==> src/hdl/relay_pattern_sequencer_top_macros.svh <==
// Assertion macros for the relay pattern sequencer.
// Expects clk_i and rst_ni in the scope of the module that uses them.
`ifndef RELAY_PATTERN_SEQUENCER_TOP_MACROS_SVH
`define RELAY_PATTERN_SEQUENCER_TOP_MACROS_SVH

// Same-cycle implication, checked outside reset.
`define RPS_ASSERT_NOW(label, ante, cons, msg) \
  label: assert property (@(posedge clk_i) disable iff (!rst_ni) (ante) |-> (cons)) \
    else $error(msg);

// Next-cycle implication, checked outside reset.
`define RPS_ASSERT_NEXT(label, ante, cons, msg) \
  label: assert property (@(posedge clk_i) disable iff (!rst_ni) (ante) |=> (cons)) \
    else $error(msg);

`endif

==> src/hdl/rps_pkg.sv <==
// Package of the relay pattern sequencer: relay counts, masks, mode and
// command codes and the pattern table. Depends on nothing.
`default_nettype none

package rps_pkg;

  // Relay line counts.
  localparam int RELAY_COUNT     = 16;
  localparam int LED_RELAY_COUNT = 12;
  localparam int RELAY_W         = 16;
  localparam int POS_W           = 5;

  // Mask of the low n lines, saturating at the port width.
  function automatic logic [RELAY_W-1:0] low_mask(input int n);
    logic [RELAY_W-1:0] m;
    m = '0;
    for (int i = 0; i < RELAY_W; i++) begin
      if (i < n) m[i] = 1'b1;
    end
    return m;
  endfunction

  localparam logic [RELAY_W-1:0] RELAY_MASK = low_mask(RELAY_COUNT);
  localparam logic [RELAY_W-1:0] LED_MASK   = low_mask(LED_RELAY_COUNT) & RELAY_MASK;

  // Chaser positions: the last LED relay, and the wrapped position below zero.
  localparam logic [POS_W-1:0] LED_LAST  = POS_W'(LED_RELAY_COUNT - 1);
  localparam logic [POS_W-1:0] POS_BELOW = '1;

  // Command codes.
  localparam logic CMD_TICK  = 1'b0;
  localparam logic CMD_APPLY = 1'b1;

  // Operating modes.
  localparam logic [1:0] MODE_MANUAL  = 2'd0;
  localparam logic [1:0] MODE_SERIAL  = 2'd1;
  localparam logic [1:0] MODE_RANDOM  = 2'd2;
  localparam logic [1:0] MODE_INVALID = 2'd3;

  // Pattern rows of the random mode, one per combination.
  localparam logic [RELAY_W-1:0] PATTERN_ROWS [4] = '{
    16'h5555, 16'h3333, 16'h0F0F, 16'h003F
  };

endpackage

`default_nettype wire

==> src/hdl/relay_pattern_sequencer_top.sv <==
// Relay pattern sequencer: one item per cycle while results are taken, input register then state/result registers.
// Depends on rps_pkg and relay_pattern_sequencer_top_macros.svh.
`default_nettype none
`include "relay_pattern_sequencer_top_macros.svh"

// Each word is a one-second tick or an apply of new settings, and each one
// produces exactly one result word carrying the relay levels, the status
// flags and the active mode after that word took effect. A word passes an
// input register and then updates the state registers, which also serve as
// the result register, and a new word can be taken in every cycle while
// results are taken. While a result waits for out_ready_i, the input
// register still takes one more word.
module relay_pattern_sequencer_top
  import rps_pkg::*;
(
  input  wire logic               clk_i,
  input  wire logic               rst_ni,
  input  wire logic               in_valid_i,
  output      logic               in_ready_o,
  input  wire logic               cmd_i,
  input  wire logic [RELAY_W-1:0] manual_levels_i,
  input  wire logic               serial_request_i,
  input  wire logic [2:0]         random_select_i,
  output      logic               out_valid_o,
  input  wire logic               out_ready_i,
  output      logic [RELAY_W-1:0] relay_levels_o,
  output      logic [RELAY_W-1:0] relay_ok_mask_o,
  output      logic               serial_ok_o,
  output      logic               random_ok_o,
  output      logic [1:0]         mode_now_o
);

  // Input register.
  logic               in_valid_q;
  logic               cmd_q;
  logic [RELAY_W-1:0] manual_q;
  logic               ser_q;
  logic [2:0]         rnd_q;

  // State, which is also the result.
  logic               out_valid_q;
  logic [RELAY_W-1:0] levels_q, levels_d;
  logic [POS_W-1:0]   pos_q, pos_d;
  logic               fwd_q, fwd_d;
  logic [3:0]         sec_q, sec_d;
  logic [1:0]         comb_q, comb_d;
  logic [1:0]         mode_q, mode_d;
  logic [RELAY_W-1:0] ok_mask_q, ok_mask_d;
  logic               serial_ok_q, serial_ok_d;
  logic               random_ok_q, random_ok_d;

  logic               advance;
  logic               fire;
  logic [RELAY_W-1:0] row;
  logic [POS_W-1:0]   pos_tmp;
  logic               fwd_tmp;
  logic [2:0]         rnd_m1;

  // Handshake: the input stage moves on when the result slot is free.
  assign advance    = !out_valid_q || out_ready_i;
  assign fire       = in_valid_q && advance;
  assign in_ready_o = !in_valid_q || advance;

  always_ff @(posedge clk_i or negedge rst_ni) begin
    if (!rst_ni) begin
      in_valid_q  <= 1'b0;
      out_valid_q <= 1'b0;
    end else begin
      if (in_valid_i && in_ready_o) begin
        in_valid_q <= 1'b1;
      end else if (fire) begin
        in_valid_q <= 1'b0;
      end
      if (fire) begin
        out_valid_q <= 1'b1;
      end else if (out_ready_i) begin
        out_valid_q <= 1'b0;
      end
    end
  end

  // Input payload register.
  always_ff @(posedge clk_i) begin
    if (in_valid_i && in_ready_o) begin
      cmd_q    <= cmd_i;
      manual_q <= manual_levels_i;
      ser_q    <= serial_request_i;
      rnd_q    <= random_select_i;
    end
  end

  // Next state for the word in the input register.
  always_comb begin
    levels_d    = levels_q;
    pos_d       = pos_q;
    fwd_d       = fwd_q;
    sec_d       = sec_q;
    comb_d      = comb_q;
    mode_d      = mode_q;
    ok_mask_d   = ok_mask_q;
    serial_ok_d = serial_ok_q;
    random_ok_d = random_ok_q;
    pos_tmp     = pos_q;
    fwd_tmp     = fwd_q;
    rnd_m1      = rnd_q - 3'd1;
    row         = PATTERN_ROWS[comb_q];

    if (cmd_q == CMD_APPLY) begin
      if (!ser_q && rnd_q == 3'd0) begin
        // Manual mode: copy the levels and mark every relay updated.
        levels_d    = (manual_q & RELAY_MASK) | ~RELAY_MASK;
        ok_mask_d   = RELAY_MASK;
        serial_ok_d = 1'b0;
        random_ok_d = 1'b0;
        mode_d      = MODE_MANUAL;
      end else begin
        // Pattern or invalid request: turn the LED relays off first.
        levels_d    = levels_q | LED_MASK;
        ok_mask_d   = '0;
        serial_ok_d = 1'b0;
        random_ok_d = 1'b0;
        if (ser_q && rnd_q == 3'd0) begin
          serial_ok_d = 1'b1;
          mode_d      = MODE_SERIAL;
        end else if (!ser_q) begin
          random_ok_d = 1'b1;
          comb_d      = rnd_m1[1:0];
          mode_d      = MODE_RANDOM;
        end else begin
          mode_d = MODE_INVALID;
        end
      end
    end else if (mode_q == MODE_SERIAL) begin
      // Bouncing fill chaser: turn around at either end.
      if (pos_q > LED_LAST) begin
        fwd_tmp = ~fwd_q;
        if (pos_q == POS_BELOW) begin
          pos_tmp  = '0;
          levels_d = levels_q | (LED_MASK & ~RELAY_W'(1));
        end else begin
          pos_tmp  = LED_LAST;
          levels_d = levels_q | (LED_MASK & ~(RELAY_W'(1) << LED_LAST[3:0]));
        end
      end else begin
        levels_d = (levels_q & ~(RELAY_W'(1) << pos_q[3:0])) | ~RELAY_MASK;
      end
      fwd_d = fwd_tmp;
      pos_d = fwd_tmp ? pos_tmp + POS_W'(1) : pos_tmp - POS_W'(1);
    end else if (mode_q == MODE_RANDOM) begin
      // Pattern row, inverted in the second half of each eight seconds.
      if (sec_q[2]) begin
        row = ~row;
      end
      levels_d = (levels_q & ~LED_MASK) | (row & LED_MASK);
      sec_d    = sec_q + 4'd1;
    end
  end

  // State and result registers.
  always_ff @(posedge clk_i or negedge rst_ni) begin
    if (!rst_ni) begin
      levels_q    <= '1;
      pos_q       <= '0;
      fwd_q       <= 1'b1;
      sec_q       <= '0;
      comb_q      <= '0;
      mode_q      <= MODE_MANUAL;
      ok_mask_q   <= '0;
      serial_ok_q <= 1'b0;
      random_ok_q <= 1'b0;
    end else if (fire) begin
      levels_q    <= levels_d;
      pos_q       <= pos_d;
      fwd_q       <= fwd_d;
      sec_q       <= sec_d;
      comb_q      <= comb_d;
      mode_q      <= mode_d;
      ok_mask_q   <= ok_mask_d;
      serial_ok_q <= serial_ok_d;
      random_ok_q <= random_ok_d;
    end
  end

  // Result ports.
  assign out_valid_o     = out_valid_q;
  assign relay_levels_o  = levels_q;
  assign relay_ok_mask_o = ok_mask_q;
  assign serial_ok_o     = serial_ok_q;
  assign random_ok_o     = random_ok_q;
  assign mode_now_o      = mode_q;

  // Checks on the internal state.
  `RPS_ASSERT_NEXT(a_in_held, in_valid_q && !advance, in_valid_q, "input word dropped")
  `RPS_ASSERT_NOW(a_ok_mask_manual, mode_q != MODE_MANUAL, ok_mask_q == '0, "ok mask outside manual")
  `RPS_ASSERT_NOW(a_flags_mode, serial_ok_q || random_ok_q, (serial_ok_q && mode_q == MODE_SERIAL) || (random_ok_q && mode_q == MODE_RANDOM), "flag and mode disagree")
  `RPS_ASSERT_NOW(a_pos_range, 1'b1, pos_q <= POS_W'(LED_RELAY_COUNT) || pos_q == POS_BELOW, "chaser position out of range")

endmodule

`default_nettype wire

==> config.mk <==
export PLATFORM = sky130hd
export DESIGN_NAME = relay_pattern_sequencer_top
export DESIGN_NICKNAME = d
export VERILOG_FILES = /design/src/hdl/rps_pkg.sv /design/src/hdl/relay_pattern_sequencer_top.sv
export VERILOG_INCLUDE_DIRS = /design/src /design/src/hdl
export SDC_FILE = /design/constraint.sdc
export NUM_CORES = 1
export LEC_CHECK = 0
export ABC_CLOCK_PERIOD_IN_PS = 3400
export BUFFER_PORTS_ARGS = -buffer_cell sky130_fd_sc_hd__buf_2
export CAP_MARGIN = 25
export CORE_MARGIN = 5
export CORE_UTILIZATION = 30
export CTS_CLUSTER_SIZE = 30
export DETAILED_ROUTE_END_ITERATION = 10
export PLACE_DENSITY_LB_ADDON = 0.2
export SYNTH_ARGS = -nofsm -noshare
export SYNTH_HDL_FRONTEND = slang
export SYNTH_SLANG_ARGS = --single-unit
==> constraint.sdc <==
create_clock -name clk_i -period 3.4 [get_ports clk_i]
set_clock_uncertainty 0.15 [all_clocks]
set_input_delay 0.51 -clock clk_i [delete_from_list [all_inputs] [get_ports clk_i]]
set_output_delay 0.51 -clock clk_i [all_outputs]
set_load 0.01 [all_outputs]
After elaboration in Yosys (flattened, before gate mapping)
Index checks and enable logic that the tools add are counted.
{"block": "classes", "addsub": 4, "mul": 0, "n_div": 0, "magnitude_cmp": 2, "n_eq_ne": 7, "shift": 1, "muxes": 34, "bitwise_logic": 11, "reduce_logical": 21}
{"operator": "two-way mux 16 bit", "count": 6}
{"operator": "two-way mux 12 bit", "count": 7}
{"operator": "binary-select mux 16 bit (select 2 bit)", "count": 1}
{"operator": "two-way mux 5 bit", "count": 4}
{"operator": "bitwise AND 16 bit", "count": 1}
{"operator": "NOT 16 bit", "count": 1}
{"operator": "bitwise OR 16 x 12 -> 16 bit", "count": 1}
{"operator": "left shift 1 x 4 -> 16 bit (first input constant)", "count": 1}
{"operator": "two-way mux 1 bit", "count": 13}
{"operator": "NOT 12 bit", "count": 1}
{"operator": "AND reduction 3 bit", "count": 3}
{"operator": "AND reduction 4 bit", "count": 2}
{"operator": "NOT 1 bit", "count": 6}
{"operator": "adder 5 x 1 -> 5 bit (second input constant)", "count": 1}
{"operator": "== test 5 bit (second input constant)", "count": 1}
{"operator": "greater-than comparator 5 x 4 -> 1 bit (second input constant)", "count": 1}
{"operator": "AND reduction 5 bit", "count": 1}
{"operator": "subtractor 5 x 1 -> 5 bit (second input constant)", "count": 1}
{"operator": "adder 4 x 1 -> 4 bit (second input constant)", "count": 1}
{"operator": "logical AND 1 bit", "count": 4}
{"operator": "two-way mux 2 bit", "count": 2}
{"operator": "two-way mux 4 bit", "count": 1}
{"operator": "inequality test 4 x 3 -> 1 bit (second input constant)", "count": 1}
{"operator": "inequality test 4 bit (second input constant)", "count": 1}
{"operator": "other kinds (13)", "count": 18}
{"block": "word_totals", "ff_bits": 71, "latchBits": 0, "ram_bits": 0, "romBits": 0, "input_bits": 25, "memories": 0}

Logic depth before layout (Yosys ltp)
Gate-level depths: netlist (run 1).
{"block": "depth", "word_depth": 13, "depth_mapped": 10, "depth_no_buf": 8}

Worst setup path before layout (run 1)
OpenSTA, ideal clock, no wires.
{"block": "synth_timing", "kind": "flip-flop to flip-flop", "startpoint": "reg pos_q[3]", "endpoint": "reg pos_q[4]", "setup_time_ns": 0.128, "t_arrival_ns": 2.087, "required_ns": 3.122, "path_slack_ns": 1.035, "stages_incl_launch_ff": 10, "path_buffers": 2, "synth_period_minus_slack_ns": 2.365, "cell_sequence": "dfrtp_1 buf_6 a21o_1 buf_2 o21a_1 fa_1 a21o_1 a21oi_1 xnor2_1 mux2_1"}
{"block": "synth_between", "elab_chain_len": 7}
{"element": "start: declaration", "line_no": "relay_pattern_sequencer_top.sv:43", "text": "logic [POS_W-1:0] pos_q, pos_d;"}
{"element": "start signal: assignment", "line_no": "relay_pattern_sequencer_top.sv:173", "text": "pos_q <= pos_d;"}
{"element": "parallel branches: the longest is 6 deep, another holds greater-than comparator 5 x 4 -> 1 bit"}
{"element": "two-way mux 5 bit *", "line_no": "relay_pattern_sequencer_top.sv:148", "text": "pos_d = fwd_tmp ? pos_tmp + POS_W'(1) : pos_tmp - POS_W'(1);"}
Mark *: on every way between the ends. The select of a mux whose other input is x is not followed.
A chain may end at the register's enable or synchronous reset.

Worst setup path in the final report (run 1)
Ends and elaborated chain as after synthesis.

==> impl_metrics.csv, run 1 <==
group,metric,value,unit
clock_tree,post_cts.resized_instances,0,
hold_path,hold_path_class,"primary input to async pin",
yosys,synthDominantCellAreaShare,20.9,%
drt,routedWlPerCell,15.0,um
critical_path,cp-start-kind,"flip-flop",
clock_tree,postCtsSetupRepairBufs,0,
yosys,synthesis_stage_register_bit_count,55,
yosys,synth_area_leaders,"sky130_fd_sc_hd__edfxtp_1 (21%), sky130_fd_sc_hd__dfstp_2 (15%), sky130_fd_sc_hd__dfrtp_1 (14%)",
timing,transition_at_the_pin_with_the_smallest_max_transition_slack,0.935,ns
critical_path,worst-endpoint-arrival,2.81,ns
die,io_pins,63,
timing,hold_violations,0,
clock_tree,clk_transition_reported_paths,0.11,ns
clock_tree,holdBufCountCts,0,
power,power-per-cell-area,790,nW/um^2
finish,layout-drive-gt1-share,33.7,%
clock_tree,clock_tree_from_tritoncts,"built",
yosys,synth.largest_area_cell,"sky130_fd_sc_hd__edfxtp_1",
grt,number_of_antenna_violations_at_the_first_check_in_global_routing,0,
outcome,outcome,"complete, no violations",
placement,detailed_place_hpwl,4830,um
timing,maxSlewViolCount,0,
yosys,synth.yosys.warnings,0,
grt,number_of_global_route_vias_before_repair,1990,
die,die_width,110,um
clock_tree,h-tree-depth,2,
yosys,mappedNetlistArea,3020,sq um
critical_path,crit_path_end_kind,"flip-flop",
drt,drt_first_pass_iters,4,
grt,grt_first_pass_wirelength,10500,um
power,ir_drop_worst_case_vdd,237,uV
clock_tree,tritoncts.num_buffers,5,
timing,final.period_utilization,81.3,%
placement,gp_congestion,0.791,
drt,drc,0,
yosys,syn_nets,301,
die,dieHeight,110,um
finish,final_util,34.7,%
finish,fin_nets,340,
die,effective_utilization_at_floorplan,30.8,%
drt,detail-route-antenna-nets,0,
finish,syn2layout_area_growth,12.4,%
timing,final.min_clock_period,2.77,ns
die,num_rows,36,
yosys,synth_enable_flop_cells,21,
clock_tree,insertion_delay,0.31,ns
clock_tree,cts-root-to-sink-buffers,2,
yosys,synth_ff_type,"sky130_fd_sc_hd__edfxtp_1",
timing,maxSlewHeadroom,37.5,%
grt,gr-total-overflow,0,
drt,vias_per_inst,4.61,
critical_path,crit_type,"flip-flop to flip-flop",
critical_path,worst-endpoint-required,3.45,ns
finish,diodes,0,
yosys,number_of_cells_produced_by_synthesis,266,
grt,pin_count_of_the_biggest_net_entering_global_routing,35,
timing,setup_repair_after_global_routing_missed_its_margin,"false",
timing,fmax,0.362,GHz
die,die_area,12200,sq um
power,p_leak,0.00145,uW
timing,setup-violations-final,0,
die,core_area,9770,sq um
placement,preCtsSetupSlack,0.669,ns
yosys,post_synth_num_cell_types,59,
placement,portBuffers,62,
drt,initialDrtViolationCount,78,
timing,setup_tns_final,0,ns
clock_tree,root_buffer,"sky130_fd_sc_hd__clkbuf_8",
critical_path,crit_path_max_fo,19,
drt,total_routed_length,6600,um
drt,via_count,2022,
timing,fin_ws,0.634,ns
grt,track_usage,11.3,%
job,max-cap-violations,0,
yosys,ys_seq_area_share,49.8,%
yosys,synth_area_per_cell,11.3,sq um
yosys,async_reset_ff_share,61.8,%
clock_tree,count_of_clock_tree_sinks,55,
==> registers in the layout, summed over array words and instances (netlist names) <==
signal,cells
pos_q,5
relay_ok_mask_o,1
rnd_q,3
random_ok_o,1
relay_levels_o,16
cmd_q,1
comb_q,2
ser_q,1
mode_now_o,2
fwd_q,1
out_valid_o,1
in_valid_q,1
serial_ok_o,1
manual_q,16
sec_q,3
==> worst max-delay path: stages (launching register included) <==
cell and delay [ns]:
sky130_fd_sc_hd__dfrtp_1 0.68, sky130_fd_sc_hd__a21o_1 0.46, sky130_fd_sc_hd__xnor2_2 0.20, sky130_fd_sc_hd__fa_1 0.46, sky130_fd_sc_hd__a21o_1 0.17, sky130_fd_sc_hd__a21oi_1 0.16, sky130_fd_sc_hd__xnor2_1 0.08, sky130_fd_sc_hd__mux2_1 0.29
==> cells in the final DEF (no fill, tap or decap), drive strengths merged, types with 2 or more instances in the layout <==
cell type and n:
inv 9, nor2 24, nand4b 2, clkbuf 5, buf 65, xnor2 7
a21oi 11, dfrtp 17, nand2b 5, o21bai 5, ha 9, nor2b 2
a211o 2, o21ai 8, nand3 2, a211oi 8, nor3b 2, nand2 19
a2111oi 2, nand4bb 3, mux2 8, o22ai 2, a21o 5, nor4b 2
o21a 4, nor3 3, a311oi 2, dfstp 17, o31ai 6, xor2 6
a22o 4, mux2i 2, nand3b 4, edfxtp 21
==> through the flow <==
| stage | hold slack (ns) | cells | total power [uW] | cell area (sq um) |
|---|---|---|---|---|
| final | 0.121 | 439 | 2680 | 3390 |
| after global routing | 0.179 | 439 | 2900 | 3390 |
| after CTS | 0.146 | 439 | 2710 | 3390 |
| after detailed placement | 0.303 | 431 | 2310 | 3290 |
| after global placement | 0.290 | 431 | 2300 | 3290 |
| after floorplan | 0.0644 | 266 | 2020 | 3020 |
==> cell type report <==
| cell class | count | area (sq um) |
|---|---|---|
| fillers | 1013 | 6380 |
| flip-flops and latches | 55 | 1500 |
| multi-input cells | 171 | 1270 |
| repair buffers | 65 | 333 |
| well taps | 133 | 166 |
| clock buffers | 5 | 68.8 |
| clock inverters | 3 | 27.5 |
| inverters | 7 | 26.3 |
==> cell families after synthesis <==
family          Yosys count  synth area share, %
compound gates           64                 16.0
xor+xnor                 13                 4.03
buf+inv                  40                 8.17
fa+ha+maj                10                 4.40
mux                      10                 3.65
simple gates             74                 13.9
flops                    55                 49.8
==> routing by layer <==
| metal | global-route usage, % | share of wire (%) | vias to the layer above |
|---|---|---|---|
| met5 | 0 | 0 | - |
| met4 | 3.87 | 0.82 | 0 |
| met3 | 1.81 | 2.8 | 2 |
| met2 | 18.5 | 51 | 42 |
| met1 | 15.1 | 45 | 961 |
| li1 | - | - | 1017 |
==> Yosys cell counts, types with 2 or more instances <==
cell and n:
sky130_fd_sc_hd__buf_6 2, sky130_fd_sc_hd__o21bai_1 5, sky130_fd_sc_hd__a311oi_1 2, sky130_fd_sc_hd__dfstp_2 17, sky130_fd_sc_hd__o21a_1 4, sky130_fd_sc_hd__nand4bb_1 2, sky130_fd_sc_hd__o22ai_1 2, sky130_fd_sc_hd__buf_4 18
sky130_fd_sc_hd__a211oi_1 8, sky130_fd_sc_hd__a2111oi_2 2, sky130_fd_sc_hd__o21ai_1 2, sky130_fd_sc_hd__xnor2_1 6, sky130_fd_sc_hd__mux2_1 6, sky130_fd_sc_hd__nand2b_1 4, sky130_fd_sc_hd__a22o_1 4, sky130_fd_sc_hd__a211o_1 2
sky130_fd_sc_hd__edfxtp_1 21, sky130_fd_sc_hd__a21oi_1 11, sky130_fd_sc_hd__mux2i_1 2, sky130_fd_sc_hd__clkbuf_1 2, sky130_fd_sc_hd__nor3_1 2, sky130_fd_sc_hd__nor2_1 24, sky130_fd_sc_hd__inv_1 7, sky130_fd_sc_hd__buf_2 10
sky130_fd_sc_hd__o31ai_1 5, sky130_fd_sc_hd__dfrtp_1 17, sky130_fd_sc_hd__nand4b_1 2, sky130_fd_sc_hd__a21o_1 5, sky130_fd_sc_hd__o21ai_0 6, sky130_fd_sc_hd__nand3b_1 4, sky130_fd_sc_hd__mux2_2 2, sky130_fd_sc_hd__xor2_1 6
sky130_fd_sc_hd__ha_1 9, sky130_fd_sc_hd__nor4b_1 2, sky130_fd_sc_hd__nand2_1 19
==> final timing paths <==
| check | to | slack (ns) | start | cells after the start |
|---|---|---|---|---|
| max in group asynchronous | mode_now_o[1]$_DFFE_PN0P_ | 2.49 | rst_ni | 1 |
| hold / removal | pos_q[0]$_DFFE_PN0P_ | 0.12 | rst_ni | 1 |
| setup / recovery | pos_q[4]$_DFFE_PN0P_ | 0.63 | pos_q[3]$_DFFE_PN0P_ | 7 |
| setup reg to reg | pos_q[4]$_DFFE_PN0P_ | 0.63 | pos_q[3]$_DFFE_PN0P_ | 7 |
| hold reg to reg | comb_q[0]$_DFFE_PN0P_ | 0.31 | rnd_q[0]$_DFFE_PP_ | 1 |
| min in group clk_i | manual_q[15]$_DFFE_PP_ | 0.21 | manual_levels_i[15] | 1 |
==> report_power, final <==
part,internal [uW],leakage [uW],total (uW),switching [uW]
clock,153,0.0000467,391,238
combinational,535,0.000819,1150,611
sequential,911,0.000587,1140,228
total,1600,0.00145,2680,1080
Power figures use the tool's default switching activity.
==> run 2, diff against run 1 <==
- ABC_CLOCK_PERIOD_IN_PS: 3400 -> 2470
- clock period: 3.4 -> 2.47 ns (I/O delays scaled with it)
==> run 2 against run 1 <==
Net effect: the run now ends with negative hold slack left; flip-flop and latch count did not move; total power rose by 44%; via count rose by 2.7%; utilization rose by 1.1 points; sequential power rose by 32%; cell area rose by 3.1%; setup slack got worse by 0.55 ns; count of clock-buffer cells in the layout rose by 2; global-route usage fell by 0.61 points; first-iteration DRC count rose by 100%; highest routed layer unchanged.
==> impl_metrics.csv, run 2 (same netlist as run 1, synthesis figures left out) <==
group,metric,value,unit
outcome,outcome,"finished, violations left",
outcome,violations,"negative hold slack",
timing,setup_repair_after_global_routing_missed_its_margin,"false",
finish,final_cell_mix,"sky130_fd_sc_hd__buf_2 (62), sky130_fd_sc_hd__nor2_1 (24), sky130_fd_sc_hd__edfxtp_1 (21)",
critical_path,crit_path_max_fo,7,
die,io_pins,63,
die,die_width,110,um
drt,routedWlPerCell,14.7,um
critical_path,crit_path_end_kind,"flip-flop",
critical_path,reg2reg_depth,8,
grt,grt_util_met1,15.4,%
finish,fin_nets,351,
drt,drc,0,
timing,final.period_utilization,96.5,%
finish,layout-drive-gt1-share,35.3,%
clock_tree,holdBufCountCts,0,
timing,maxSlewHeadroom,46.3,%
die,die_area,12200,sq um
finish,diodes,0,
clock_tree,clock_tree_from_tritoncts,"built",
grt,gr-total-overflow,0,
die,num_rows,36,
critical_path,worst-endpoint-required,2.52,ns
timing,transition_at_the_pin_with_the_smallest_max_transition_slack,0.805,ns
clock_tree,tritoncts.num_buffers,5,
timing,hold_violations,2,
critical_path,cp-start-kind,"flip-flop",
drt,drt_first_pass_iters,4,
drt,initialDrtViolationCount,159,
timing,maxSlewViolCount,0,
timing,fmax,0.419,GHz
timing,setup_tns_final,0,ns
grt,pin_count_of_the_biggest_net_entering_global_routing,35,
clock_tree,cts-root-to-sink-buffers,2,
timing,setup-violations-final,0,
die,core_area,9770,sq um
grt,met3_usage,1.51,%
grt,grt_first_pass_wirelength,10100,um
power,totalPowerFinal,3850,uW
clock_tree,count_of_clock_tree_sinks,55,
placement,place_inst,442,
die,dieHeight,110,um
clock_tree,insertion_delay,0.30,ns
drt,vias_per_inst,4.62,
power,ir_drop_worst_case_vdd,394,uV
timing,holdWs,-0.00138,ns
critical_path,timing.critical_path.slowest_cell_delay,0.49,ns
grt,grt-busiest-layer,"met2",
placement,portBuffers,62,
clock_tree,clk_transition_reported_paths,0.10,ns
drt,total_routed_length,6620,um
finish,final_util,35.8,%
finish,layout_commonest_cell,"sky130_fd_sc_hd__buf_2",
grt,globalRouteMet2Util,16.4,%
drt,via_count,2077,
finish,syn2layout_area_growth,15.9,%
finish,non_filler_cells_final,450,
clock_tree,h-tree-depth,2,
critical_path,crit_path_top_delay_cell,"sky130_fd_sc_hd__dfrtp_1",
placement,detailed_place_hpwl,4790,um
grt,number_of_antenna_violations_at_the_first_check_in_global_routing,0,
finish,design_area,3490,sq um
placement,gp_congestion,0.745,
clock_tree,root_buffer,"sky130_fd_sc_hd__clkbuf_8",
power,p_leak,0.00151,uW
critical_path,crit_type,"flip-flop to flip-flop",
job,max-cap-violations,0,
grt,number_of_global_route_vias_before_repair,1916,
placement,detailed_place.area,3380,sq um
grt,track_usage,10.7,%
die,effective_utilization_at_floorplan,30.8,%
critical_path,crit_chain,"and4_1 -> nand2_1 -> o21a_1 -> fa_1 -> a21o_1 -> a21oi_1 -> xnor2_1 -> mux2_1",
timing,final.min_clock_period,2.38,ns
power,power-per-cell-area,1100,nW/um^2
drt,detail-route-antenna-nets,0,
hold_path,hold_path_class,"primary input to async pin",
critical_path,worst-endpoint-arrival,2.43,ns
run 2: final cells by class:
cell class | instances | area, sq um
Inverter | 7 | 26.3
Fill cell | 994 | 6280
Clock buffer | 7 | 76.3
Timing Repair Buffer | 76 | 415
Sequential cell | 55 | 1500
Clock inverter | 1 | 30.0
Tap cell | 133 | 166
Multi-Input combinational cell | 171 | 1280
run 2: what timing repair did:
item                                    4_1_cts  5_1_grt
buffers inserted                              0        0
resized for setup                             0        1
endpoints found under the setup margin        0        1
run 2: report_power, final:
part,switching (uW),internal (uW)
combinational,943,816
clock,293,304
sequential,240,1260
run 2: metal layers:
metal | share of wire (%) | routed length (um) | up-vias
met5 | 0 | 0 | -
met2 | 48 | 3190 | 31
li1 | - | - | 1037
met1 | 48 | 3180 | 1003
met3 | 2.5 | 166 | 6
met4 | 1.4 | 91 | 0
run 2: worst max-delay path: cells and delay by family (launching register included):
kind | cells | cell delay, ns
simple gates | 2 | 0.39
xor+xnor | 1 | 0.08
flops | 1 | 0.49
compound gates | 3 | 0.48
mux | 1 | 0.28
fa+ha+maj | 1 | 0.40
run 2: stage by stage:
stage / worst slack, ns / hold slack (ns)
2_1_floorplan: 0.105 / -0.0751
3_3_place_gp: 0.171 / 0.288
3_5_place_dp: 0.122 / 0.295
6_report: 0.0854 / -0.00138
4_1_cts: 0.0958 / 0.0262
5_1_grt: 0.000725 / 0.0618
run 2: worst paths after layout:
kind                            slack, ns                             end                    from
max in group asynchronous            1.66       mode_now_o[0]$_DFFE_PN0P_                  rst_ni
worst max-delay path                 0.09            pos_q[4]$_DFFE_PN0P_    pos_q[3]$_DFFE_PN0P_
min in group clk_i                   0.08              rnd_q[1]$_DFFE_PP_      random_select_i[1]
worst max register to register       0.09            pos_q[4]$_DFFE_PN0P_    pos_q[3]$_DFFE_PN0P_
worst min register to register       0.31  relay_levels_o[12]$_DFFE_PN1P_  manual_q[12]$_DFFE_PP_
worst min-delay path               -0.001            pos_q[1]$_DFFE_PN0P_                  rst_ni
